**src/hw/rtl/saie_pkg.sv**
```systemverilog
`timescale 1ns / 1ps

package saie_pkg;

  localparam int DATA_W = 32;
  localparam int POS_W  = 5;

  // item function codes
  localparam logic [1:0] FUNC_LOAD   = 2'd0;
  localparam logic [1:0] FUNC_INSERT = 2'd1;
  localparam logic [1:0] FUNC_CLEAR  = 2'd2;

  typedef struct packed {
    logic [1:0]               func;
    logic signed [DATA_W-1:0] value;
    logic                     load_last;
  } in_t;

  typedef struct packed {
    logic signed [DATA_W-1:0] element;
    logic [POS_W-1:0]         position;
    logic                     last_of_run;
    logic                     full_error;
  } out_t;

  // datapath commands
  typedef enum logic [3:0] {
    OP_NONE,
    OP_LOAD,
    OP_CLEAR,
    OP_INS_START,
    OP_SORT_INIT,
    OP_RD_I,
    OP_KEY,
    OP_RD_JM1,
    OP_SORT_PLACE,
    OP_MOVE,
    OP_SCAN_HIT,
    OP_SCAN_NEXT,
    OP_SHIFT_SET,
    OP_INS_PLACE,
    OP_EMIT,
    OP_ERR
  } dp_op_t;

  typedef struct packed {
    logic full;
    logic i_lt_cnt;
    logic j_zero;
    logic j_eq_pos;
    logic gt;
    logic k_last;
  } dp_status_t;

  typedef enum logic [3:0] {
    ST_IDLE,
    ST_SORT_INIT,
    ST_SORT_OUTER,
    ST_SORT_KEY,
    ST_SORT_INNER,
    ST_SORT_CMP,
    ST_SCAN,
    ST_SCAN_CMP,
    ST_SHIFT_SET,
    ST_SHIFT,
    ST_SHIFT_WR,
    ST_EMIT_RD,
    ST_EMIT_OUT,
    ST_ERR
  } state_t;

endpackage

```
**src/hw/rtl/saie_ram.sv**
```systemverilog
`timescale 1ns / 1ps

module saie_ram #(
  parameter int WIDTH = 32,
  parameter int DEPTH = 32
) (
  input  logic                     clk,
  input  logic                     we,
  input  logic [$clog2(DEPTH)-1:0] waddr,
  input  logic [WIDTH-1:0]         wdata,
  input  logic [$clog2(DEPTH)-1:0] raddr,
  output logic [WIDTH-1:0]         rdata
);

  logic [WIDTH-1:0] mem [DEPTH];

  always_ff @(posedge clk) begin
    if (we) begin
      mem[waddr] <= wdata;
    end
    rdata <= mem[raddr];
  end

endmodule

```
**src/hw/rtl/saie_datapath.sv**
```systemverilog
`timescale 1ns / 1ps

module saie_datapath #(
  parameter int CAPACITY = 32
) (
  input  logic                clk,
  input  logic                rst_n,
  input  saie_pkg::dp_op_t    op,
  input  saie_pkg::in_t       in_item,
  output saie_pkg::dp_status_t status,
  output saie_pkg::out_t      out_item
);

  import saie_pkg::*;

  localparam int AW = $clog2(CAPACITY);
  localparam int CW = $clog2(CAPACITY + 1);
  localparam int EW = (CW > POS_W) ? CW : POS_W;

  logic [CW-1:0]            cnt_r, cnt_nxt;
  logic [CW-1:0]            i_r, i_nxt;
  logic [CW-1:0]            j_r, j_nxt;
  logic [CW-1:0]            pos_r, pos_nxt;
  logic signed [DATA_W-1:0] key_r, key_nxt;

  logic              we;
  logic [AW-1:0]     waddr, raddr;
  logic [DATA_W-1:0] wdata, rdata;
  logic [CW-1:0]     jm1;
  logic [EW-1:0]     k_ext;

  assign jm1 = j_r - CW'(1);

  saie_ram #(
    .WIDTH (DATA_W),
    .DEPTH (CAPACITY)
  ) u_ram (
    .clk   (clk),
    .we    (we),
    .waddr (waddr),
    .wdata (wdata),
    .raddr (raddr),
    .rdata (rdata)
  );

  // status toward the controller
  always_comb begin
    status.full     = (cnt_r == CW'(CAPACITY));
    status.i_lt_cnt = (i_r < cnt_r);
    status.j_zero   = (j_r == '0);
    status.j_eq_pos = (j_r == pos_r);
    status.gt       = ($signed(rdata) > key_r);
    status.k_last   = ((i_r + CW'(1)) == cnt_r);
  end

  // memory ports
  always_comb begin
    we    = 1'b0;
    waddr = j_r[AW-1:0];
    wdata = key_r;
    raddr = i_r[AW-1:0];
    case (op)
      OP_LOAD: begin
        we    = !status.full;
        waddr = cnt_r[AW-1:0];
        wdata = in_item.value;
      end
      OP_SORT_PLACE, OP_INS_PLACE: begin
        we = 1'b1;
      end
      OP_MOVE: begin
        we    = 1'b1;
        wdata = rdata;
      end
      OP_RD_JM1: begin
        raddr = jm1[AW-1:0];
      end
      default: begin
      end
    endcase
  end

  // index and count updates
  always_comb begin
    cnt_nxt = cnt_r;
    i_nxt   = i_r;
    j_nxt   = j_r;
    pos_nxt = pos_r;
    key_nxt = key_r;
    case (op)
      OP_LOAD:       if (!status.full) cnt_nxt = cnt_r + CW'(1);
      OP_CLEAR:      cnt_nxt = '0;
      OP_INS_START: begin
        key_nxt = in_item.value;
        i_nxt   = '0;
        pos_nxt = cnt_r;
      end
      OP_SORT_INIT:  i_nxt = CW'(1);
      OP_RD_I:       j_nxt = i_r;
      OP_KEY:        key_nxt = $signed(rdata);
      OP_SORT_PLACE: i_nxt = i_r + CW'(1);
      OP_MOVE:       j_nxt = jm1;
      OP_SCAN_HIT:   pos_nxt = i_r;
      OP_SCAN_NEXT:  i_nxt = i_r + CW'(1);
      OP_SHIFT_SET:  j_nxt = cnt_r;
      OP_INS_PLACE: begin
        cnt_nxt = cnt_r + CW'(1);
        i_nxt   = '0;
      end
      OP_EMIT:       i_nxt = i_r + CW'(1);
      default: begin
      end
    endcase
  end

  always_ff @(posedge clk) begin
    if (!rst_n) begin
      cnt_r <= '0;
    end else begin
      cnt_r <= cnt_nxt;
    end
  end

  always_ff @(posedge clk) begin
    i_r   <= i_nxt;
    j_r   <= j_nxt;
    pos_r <= pos_nxt;
    key_r <= key_nxt;
  end

  // position wraps within its field
  assign k_ext = EW'(i_r);

  always_comb begin
    if (op == OP_ERR) begin
      out_item.element     = '0;
      out_item.position    = '0;
      out_item.last_of_run = 1'b1;
      out_item.full_error  = 1'b1;
    end else begin
      out_item.element     = $signed(rdata);
      out_item.position    = k_ext[POS_W-1:0];
      out_item.last_of_run = status.k_last;
      out_item.full_error  = 1'b0;
    end
  end

endmodule

```
**src/hw/rtl/saie_ctrl.sv**
```systemverilog
`timescale 1ns / 1ps

module saie_ctrl (
  input  logic                 clk,
  input  logic                 rst_n,
  input  logic                 start,
  input  logic [1:0]           func,
  input  logic                 load_last,
  input  saie_pkg::dp_status_t status,
  output saie_pkg::dp_op_t     op,
  output logic                 busy,
  output logic                 out_strobe
);

  import saie_pkg::*;

  state_t state_r, state_nxt;

  always_ff @(posedge clk) begin
    if (!rst_n) begin
      state_r <= ST_IDLE;
    end else begin
      state_r <= state_nxt;
    end
  end

  always_comb begin
    state_nxt  = state_r;
    op         = OP_NONE;
    out_strobe = 1'b0;
    busy       = (state_r != ST_IDLE);
    unique case (state_r)
      ST_IDLE: begin
        if (start) begin
          unique case (func)
            FUNC_LOAD: begin
              op = OP_LOAD;
              if (load_last) state_nxt = ST_SORT_INIT;
            end
            FUNC_INSERT: begin
              op        = OP_INS_START;
              state_nxt = status.full ? ST_ERR : ST_SCAN;
            end
            FUNC_CLEAR: op = OP_CLEAR;
            default: begin
            end
          endcase
        end
      end
      ST_SORT_INIT: begin
        op        = OP_SORT_INIT;
        state_nxt = ST_SORT_OUTER;
      end
      ST_SORT_OUTER: begin
        if (status.i_lt_cnt) begin
          op        = OP_RD_I;
          state_nxt = ST_SORT_KEY;
        end else begin
          state_nxt = ST_IDLE;
        end
      end
      ST_SORT_KEY: begin
        op        = OP_KEY;
        state_nxt = ST_SORT_INNER;
      end
      ST_SORT_INNER: begin
        if (status.j_zero) begin
          op        = OP_SORT_PLACE;
          state_nxt = ST_SORT_OUTER;
        end else begin
          op        = OP_RD_JM1;
          state_nxt = ST_SORT_CMP;
        end
      end
      ST_SORT_CMP: begin
        if (status.gt) begin
          op        = OP_MOVE;
          state_nxt = ST_SORT_INNER;
        end else begin
          op        = OP_SORT_PLACE;
          state_nxt = ST_SORT_OUTER;
        end
      end
      ST_SCAN: begin
        if (status.i_lt_cnt) begin
          op        = OP_RD_I;
          state_nxt = ST_SCAN_CMP;
        end else begin
          state_nxt = ST_SHIFT_SET;
        end
      end
      ST_SCAN_CMP: begin
        if (status.gt) begin
          op        = OP_SCAN_HIT;
          state_nxt = ST_SHIFT_SET;
        end else begin
          op        = OP_SCAN_NEXT;
          state_nxt = ST_SCAN;
        end
      end
      ST_SHIFT_SET: begin
        op        = OP_SHIFT_SET;
        state_nxt = ST_SHIFT;
      end
      ST_SHIFT: begin
        if (status.j_eq_pos) begin
          op        = OP_INS_PLACE;
          state_nxt = ST_EMIT_RD;
        end else begin
          op        = OP_RD_JM1;
          state_nxt = ST_SHIFT_WR;
        end
      end
      ST_SHIFT_WR: begin
        op        = OP_MOVE;
        state_nxt = ST_SHIFT;
      end
      ST_EMIT_RD: begin
        op        = OP_RD_I;
        state_nxt = ST_EMIT_OUT;
      end
      ST_EMIT_OUT: begin
        op         = OP_EMIT;
        out_strobe = 1'b1;
        state_nxt  = status.k_last ? ST_IDLE : ST_EMIT_RD;
      end
      ST_ERR: begin
        op         = OP_ERR;
        out_strobe = 1'b1;
        state_nxt  = ST_IDLE;
      end
      default: begin
        state_nxt = ST_IDLE;
      end
    endcase
  end

endmodule

```
**src/hw/rtl/sorted_array_insert_engine_unit.sv**
```systemverilog
`timescale 1ns / 1ps

// sorted store of up to CAPACITY signed 32-bit values, one item at a time.
// an item is taken when start is high and busy is low. a load or a clear
// finishes in the cycle it is taken; a load marked last then runs an
// insertion sort over the held entries. an insert scans for its place,
// shifts the later entries up, then emits the whole store one result at
// a time, with busy high throughout; the pace is set by the single-port
// read of the store memory, whose read data is registered. results appear
// on out_data for exactly one cycle with out_strobe high and cannot be
// held off: the receiver must take every transfer as it comes. an insert
// into a full store gives one result with full_error set and leaves the
// store as it was. entries past the count are never read, so the store
// needs no clearing after reset.

module sorted_array_insert_engine_unit #(
  parameter int CAPACITY = 32
) (
  input  logic           clk,
  input  logic           rst_n,
  input  logic           start,
  output logic           busy,
  input  saie_pkg::in_t  in_data,
  output logic           out_strobe,
  output saie_pkg::out_t out_data
);

  import saie_pkg::*;

  dp_op_t     op;
  dp_status_t status;

  // sequencer: walks the scan, shift, sort and emit loops
  saie_ctrl u_ctrl (
    .clk        (clk),
    .rst_n      (rst_n),
    .start      (start),
    .func       (in_data.func),
    .load_last  (in_data.load_last),
    .status     (status),
    .op         (op),
    .busy       (busy),
    .out_strobe (out_strobe)
  );

  // store memory, count, indexes and the one signed comparator
  saie_datapath #(
    .CAPACITY (CAPACITY)
  ) u_dp (
    .clk      (clk),
    .rst_n    (rst_n),
    .op       (op),
    .in_item  (in_data),
    .status   (status),
    .out_item (out_data)
  );

  // a result transfer only happens while an item is in progress
  a_strobe_busy: assert property (@(posedge clk) disable iff (!rst_n)
    out_strobe |-> busy)
    else $error("result strobe while idle");

  // clear finishes in the cycle it is taken
  a_clear_one_cycle: assert property (@(posedge clk) disable iff (!rst_n)
    (start && !busy && in_data.func == FUNC_CLEAR) |=> !busy)
    else $error("clear did not finish at once");

  // an insert always runs on to at least one result
  a_insert_busy: assert property (@(posedge clk) disable iff (!rst_n)
    (start && !busy && in_data.func == FUNC_INSERT) |=> busy)
    else $error("insert did not start");

  // the refusal is always the single, final result
  a_err_last: assert property (@(posedge clk) disable iff (!rst_n)
    (out_strobe && out_data.full_error) |-> (out_data.last_of_run && out_data.position == '0))
    else $error("full error result not marked last");

endmodule
```
**config.mk**
```make
export PLATFORM = sky130hd
export DESIGN_NAME = sorted_array_insert_engine_unit
export DESIGN_NICKNAME = d
export VERILOG_FILES = /design/src/hw/rtl/saie_pkg.sv /design/src/hw/rtl/saie_ram.sv /design/src/hw/rtl/saie_datapath.sv /design/src/hw/rtl/saie_ctrl.sv /design/src/hw/rtl/sorted_array_insert_engine_unit.sv
export SDC_FILE = /design/constraint.sdc
export NUM_CORES = 2
export LEC_CHECK = 0
export BUFFER_PORTS_ARGS = -buffer_cell sky130_fd_sc_hd__buf_2
export CORE_ASPECT_RATIO = 1.25
export CORE_MARGIN = 3
export CORE_UTILIZATION = 44
export DETAILED_ROUTE_END_ITERATION = 10
export PLACE_DENSITY_LB_ADDON = 0.3
export SYNTH_ARGS = -nofsm -noshare
export SYNTH_HDL_FRONTEND = slang
export SYNTH_HIERARCHICAL = 1
export SYNTH_SLANG_ARGS = --single-unit
export TNS_END_PERCENT = 30
```
**constraint.sdc**
```tcl
create_clock -name clk -period 17.9 [get_ports clk]
set_input_delay 5.37 -clock clk [delete_from_list [all_inputs] [get_ports clk]]
set_output_delay 5.37 -clock clk [all_outputs]
set_load 0.005 [all_outputs]
```
# After elaboration in Yosys (flattened, before gate mapping)
# Memory sizes are Yosys's and may differ from the RTL's. A register that Yosys moved wholly into a read port is not among the register bits.
# Cells that the tools add are included.
[word_totals]
register_bits = 60
ramBits = 1024
in_bits = 38
out_inout_bits = 41
wordCells = 101
mem_count = 1
[mem_list]
columns = ["memory", "words", "width", "read_ports", "rd_ports_with_merged_regs", "write_ports", "line", "text"]
rows = [
  ["u_dp.u_ram.mem", 32, 32, 1, 1, 1, "saie_ram.sv:15", "logic [WIDTH-1:0] mem [DEPTH];"],
]
[classes]
add_sub_neg = 3
magnitude_cmp = 2
eq_ne = 37
mux = 34
n_reduce_logical = 18
[ops]
columns = ["operator", "n"]
rows = [
  ["one-hot mux 32 bit (2 select lines)", 2],
  ["equality test 4 bit, second input constant", 14],
  ["one-hot mux 6 bit (3 select lines)", 3],
  ["one-hot mux 4 bit (13 select lines)", 1],
  ["one-hot mux 4 bit (12 select lines)", 1],
  ["two-way mux 39 bit", 1],
  ["two-way mux 4 bit", 9],
  ["equality test 4 x 3 -> 1 bit, second input constant", 8],
  ["> comparator 32 bit", 1],
  ["equality test 4 x 2 -> 1 bit, second input constant", 4],
  ["adder 6 x 1 -> 6 bit, second input constant", 2],
  ["equality test 6 bit", 2],
  ["one-hot mux 6 bit (2 select lines)", 1],
  ["two-way mux 5 bit", 2],
  ["two-way mux 3 bit", 3],
  ["nonzero test 3 bit", 3],
  ["equality test 4 x 1 -> 1 bit, second input constant", 2],
  ["one-hot mux 4 bit (2 select lines)", 1],
  ["OR reduction 2 bit", 4],
  ["equality test 6 bit, second input constant", 1],
  ["zero test 6 bit", 1],
  ["less-than comparator 6 bit", 1],
  ["two-way mux 1 bit", 6],
  ["two-way mux 6 bit", 1],
  ["16 further kinds", 20],
]

# Longest topological paths before layout
[logic_depth]
word_depth = 9
ltp_mapped = 25
mapped_depth_nobuf = 21

# Modules after synthesis
# Netlist, hierarchy kept.
[by_module_without_submodules]
columns = ["mod", "instances", "cells_per_inst", "area_each_um2", "seq_area_each_um2"]
rows = [
  ["saie_ram", 1, 2260, 40485.1, 31390.1],
  ["saie_datapath", 1, 503, 4738.3, 1621.6],
  ["saie_ctrl", 1, 79, 546.8, 80.1],
]

# Worst setup path before layout
# Ideal clock, no wire load.
[synth_timing]
kind = "input-to-output"
from = "input port in_data[34] in the netlist's numbering"
to = "output port out_data[10] in the netlist's numbering"
arrival_time_ps = 7312
required_time_ps = 12530
path_slack_ps = 5218
stages = 10
n_path_buf = 2
cell_sequence = "inv_1 ha_1 a32oi_1 a2bb2oi_1 o21ai_0 buf_2 and2_1 nand3_1 clkbuf_1 and2_1"
[synth_lines]
columns = ["item", "line", "text"]
rows = [
  ["start: declaration", "sorted_array_insert_engine_unit.sv:23", "input saie_pkg::in_t in_data,"],
  ["end: declaration", "sorted_array_insert_engine_unit.sv:25", "output saie_pkg::out_t out_data"],
]

==> results_dict.tcl <==
set metrics [dict create \
    post_cts_buffers 0 \
    cts.sinks 1116 \
    status "complete, no violations" \
    finClkSkew_ps 27.2 \
    layout-drive-gt1-share_pct 12.7 \
    ys_seq_area_share_pct 72.3 \
    whs_path_depth 2 \
    avgRoutedWirePerCell_um 26.6 \
    ir_drop_mv 0.0719 \
    whs_ps 546 \
    io_pins 79 \
    tightestPinTransition_ps 1140 \
    cp_data_arrival_time_ps 8240 \
    synth_top_flop_cell "edfxtp_1" \
    synth_area_per_cell_um2 16.1 \
    dp.cells 4147 \
    synth_edf_count 1074 \
    ys_async_sr_fraction_pct 0 \
    antenna_found_initial 1 \
    cp-start-kind "input pin" \
    cts.repair.resized 0 \
    clk_latency_ps 660 \
    rr_endpoint "u_dp/u_ram/rdata[15]" \
    first_global_vias 25238 \
    seq_area_um2 33100 \
    final_common_cell "edfxtp_1" \
    r2r-start "u_dp/u_ram/rdata[5]" \
    areaGrowthSynthToFinish_pct 11.6 \
    clockBufferDepth 3 \
    vias_per_cell 5.90 \
    reg2regPathDepth 20 \
    hold_end "u_dp/cnt_r[5]" \
    coreArea_um2 103000 \
    grt_first_pass_wirelength_mm 167 \
    drtPass1Iterations 6 \
    ys_ff_latch 1116 \
    final_cell_mix "1074 x edfxtp_1, 514 x mux2i_1, 130 x nand2_1, 122 x a21oi_1, 112 x nand3_1" \
    placed_area_um2 47700 \
    nFillCells 8319 \
    path_class "in -> out" \
    netlist_area_um2 45800 \
    max_cap_violations 0 \
    maxSlewHeadroom_pct 23.3 \
    layout.nets 3003 \
    dieWidth_um 294 \
    fin_crit_ps 13610 \
    dieArea_um2 108000 \
    multi_input_area_um2 11700 \
    yosysWarnings 6 \
    floorplan.initialDensity_pct 44.6 \
    track_usage_pct 20.9 \
    hpwl_mm 63.1 \
    p_leak_nw 19.2 \
    die_y_um 367 \
    power.density_nw_per_um2 119 \
    hold_viol_final 0 \
    cts_hold_buf 0 \
    ant_nets 0 \
    setup_viol_count_final 0 \
    gp_congestion 0.843 \
    fin_tns_setup_ps 0 \
    cts_tree "yes" \
    drt_iter0_drc 2367 \
    hp-class "reg -> reg" \
    grt_overflow 0 \
    crit_required_ps 12530 \
    synth_fp_nets 2925 \
    fmax_ghz 0.0735 \
    clk_pin_slew_ps 60 \
    netlist_instances 2842 \
    end_kind "output port" \
    hp-start "u_dp/cnt_r[5]" \
    vias 25555 \
    numCtsBuffers 101 \
    synth_cell_types 71 \
    port_buffers 78 \
    num_rows 131 \
    power.total_w 0.00608 \
    htreeDepth 3 \
    cts_root_buf "clkbuf_16" \
    reg2reg_slack_ps 9710 \
    layout.cells.non_filler 4332 \
    wirelength_mm 115 \
    drv_slew 0 \
    crit_start "in_data[34]" \
    path_max_fanout 36 \
    finalCritPeriodShare_pct 76.0 \
    finalInstanceArea_um2 51100 \
    rsz0062_at_grt "no" \
    grt_max_degree 138 \
    drc 0 \
]
[cell type report]
| type | instances | share of cell area, % |
|---|---|---|
| flip-flops and latches | 1116 | 64.8 |
| multi-input cells | 1481 | 22.9 |
| clock buffers | 125 | 5.30 |
| well taps | 1330 | 3.26 |
| repair buffers | 135 | 1.70 |
| clock inverters | 59 | 1.42 |
| inverters | 85 | 0.634 |
| diodes | 1 | 0.00490 |
[metal layers]
metal / vias up / wire [µm] / GRT usage [%]
met3: 183 / 7240 / 2.44
met1: 13159 / 45800 / 27.1
met5: - / 13 / 0
li1: 11260 / - / -
met4: 2 / 3330 / 6.70
met2: 951 / 58900 / 36.5
[per-stage QoR]
step | worst slack (ps) | util, %
3_5_place_dp | 4360 | 46.4
4_1_cts | 4330 | 49.8
2_1_floorplan | 5220 | -
6_report | 4290 | 49.8
3_3_place_gp | 4500 | 46.4
5_1_grt | 4090 | 49.8
[cells by family after synthesis]
family | synth area share [%]
buf+inv | 2.77
flops | 72.3
fa+ha+maj | 1.23
simple gates | 4.67
xor+xnor | 0.421
mux | 12.1
compound gates | 6.51
[cell usage after synthesis (all sizes together) (3+ instances only)]
cell | instances | share of area, %
inv | 85 | 0.71
nand2 | 131 | 1.1
nand2b | 6 | 0.098
nor3 | 40 | 0.45
nor3b | 3 | 0.049
o21a | 3 | 0.049
a22oi | 100 | 1.6
and2 | 37 | 0.51
a32oi | 3 | 0.057
a22o | 64 | 1.2
nor2b | 6 | 0.082
o211ai | 4 | 0.066
a21oi | 122 | 1.3
o21ai | 34 | 0.38
a222oi | 32 | 0.70
nand4 | 8 | 0.11
or3b | 3 | 0.057
xnor2 | 13 | 0.25
nor2 | 63 | 0.53
a221o | 4 | 0.087
mux2i | 514 | 11
nand3b | 6 | 0.098
xor2 | 9 | 0.17
and3 | 4 | 0.055
dfxtp | 42 | 1.8
ha | 45 | 1.2
buf | 100 | 1.6
or2 | 3 | 0.041
or3 | 5 | 0.068
nor4 | 4 | 0.10
clkbuf | 60 | 0.51
mux2 | 35 | 0.86
a31oi | 36 | 0.49
nand3 | 112 | 1.2
a21o | 6 | 0.098
edfxtp | 1074 | 70
o31ai | 7 | 0.13
[where the power goes]
group	total, W	switching (W)	internal, W	leakage [nW]
Combinational	0.000737	0.000508	0.000229	7.47
Clock	0.00223	0.000926	0.00131	1.68
Sequential	0.00311	0.0000685	0.00304	10.0
Total	0.00608	0.00150	0.00458	19.2
[worst max-delay path, cell delays in order]
cell and delay (ps):
buf_2 100, inv_1 80, ha_1 270, nor2_1 80, nor4b_1 300, a221oi_1 100
o211ai_1 900, and2_1 290, nand3_1 90, buf_4 290, inv_1 150, or2_1 110
buf_2 100
[flip-flops by register name, summed over array words and instances, names as in the netlist]
| register | cells |
|---|---|
| u_ctrl/state_r | 4 |
| u_dp/j_r | 6 |
| u_dp/cnt_r | 6 |
| u_dp/u_ram/rdata | 32 |
| u_dp/pos_r | 6 |
| u_dp/key_r | 32 |
| u_dp/i_r | 6 |
| u_dp/u_ram/mem | 1024 |
[worst max path at each step]
stage,to,slack [ps],cells after the start
floorplan,out_data[10],5220,10
global placement,out_data[1],4500,13
detailed placement,out_data[1],4360,13
CTS,out_data[1],4330,13
global route,out_data[1],4090,13
finish,out_data[1],4290,13
Power figures use the tool's default switching activity.
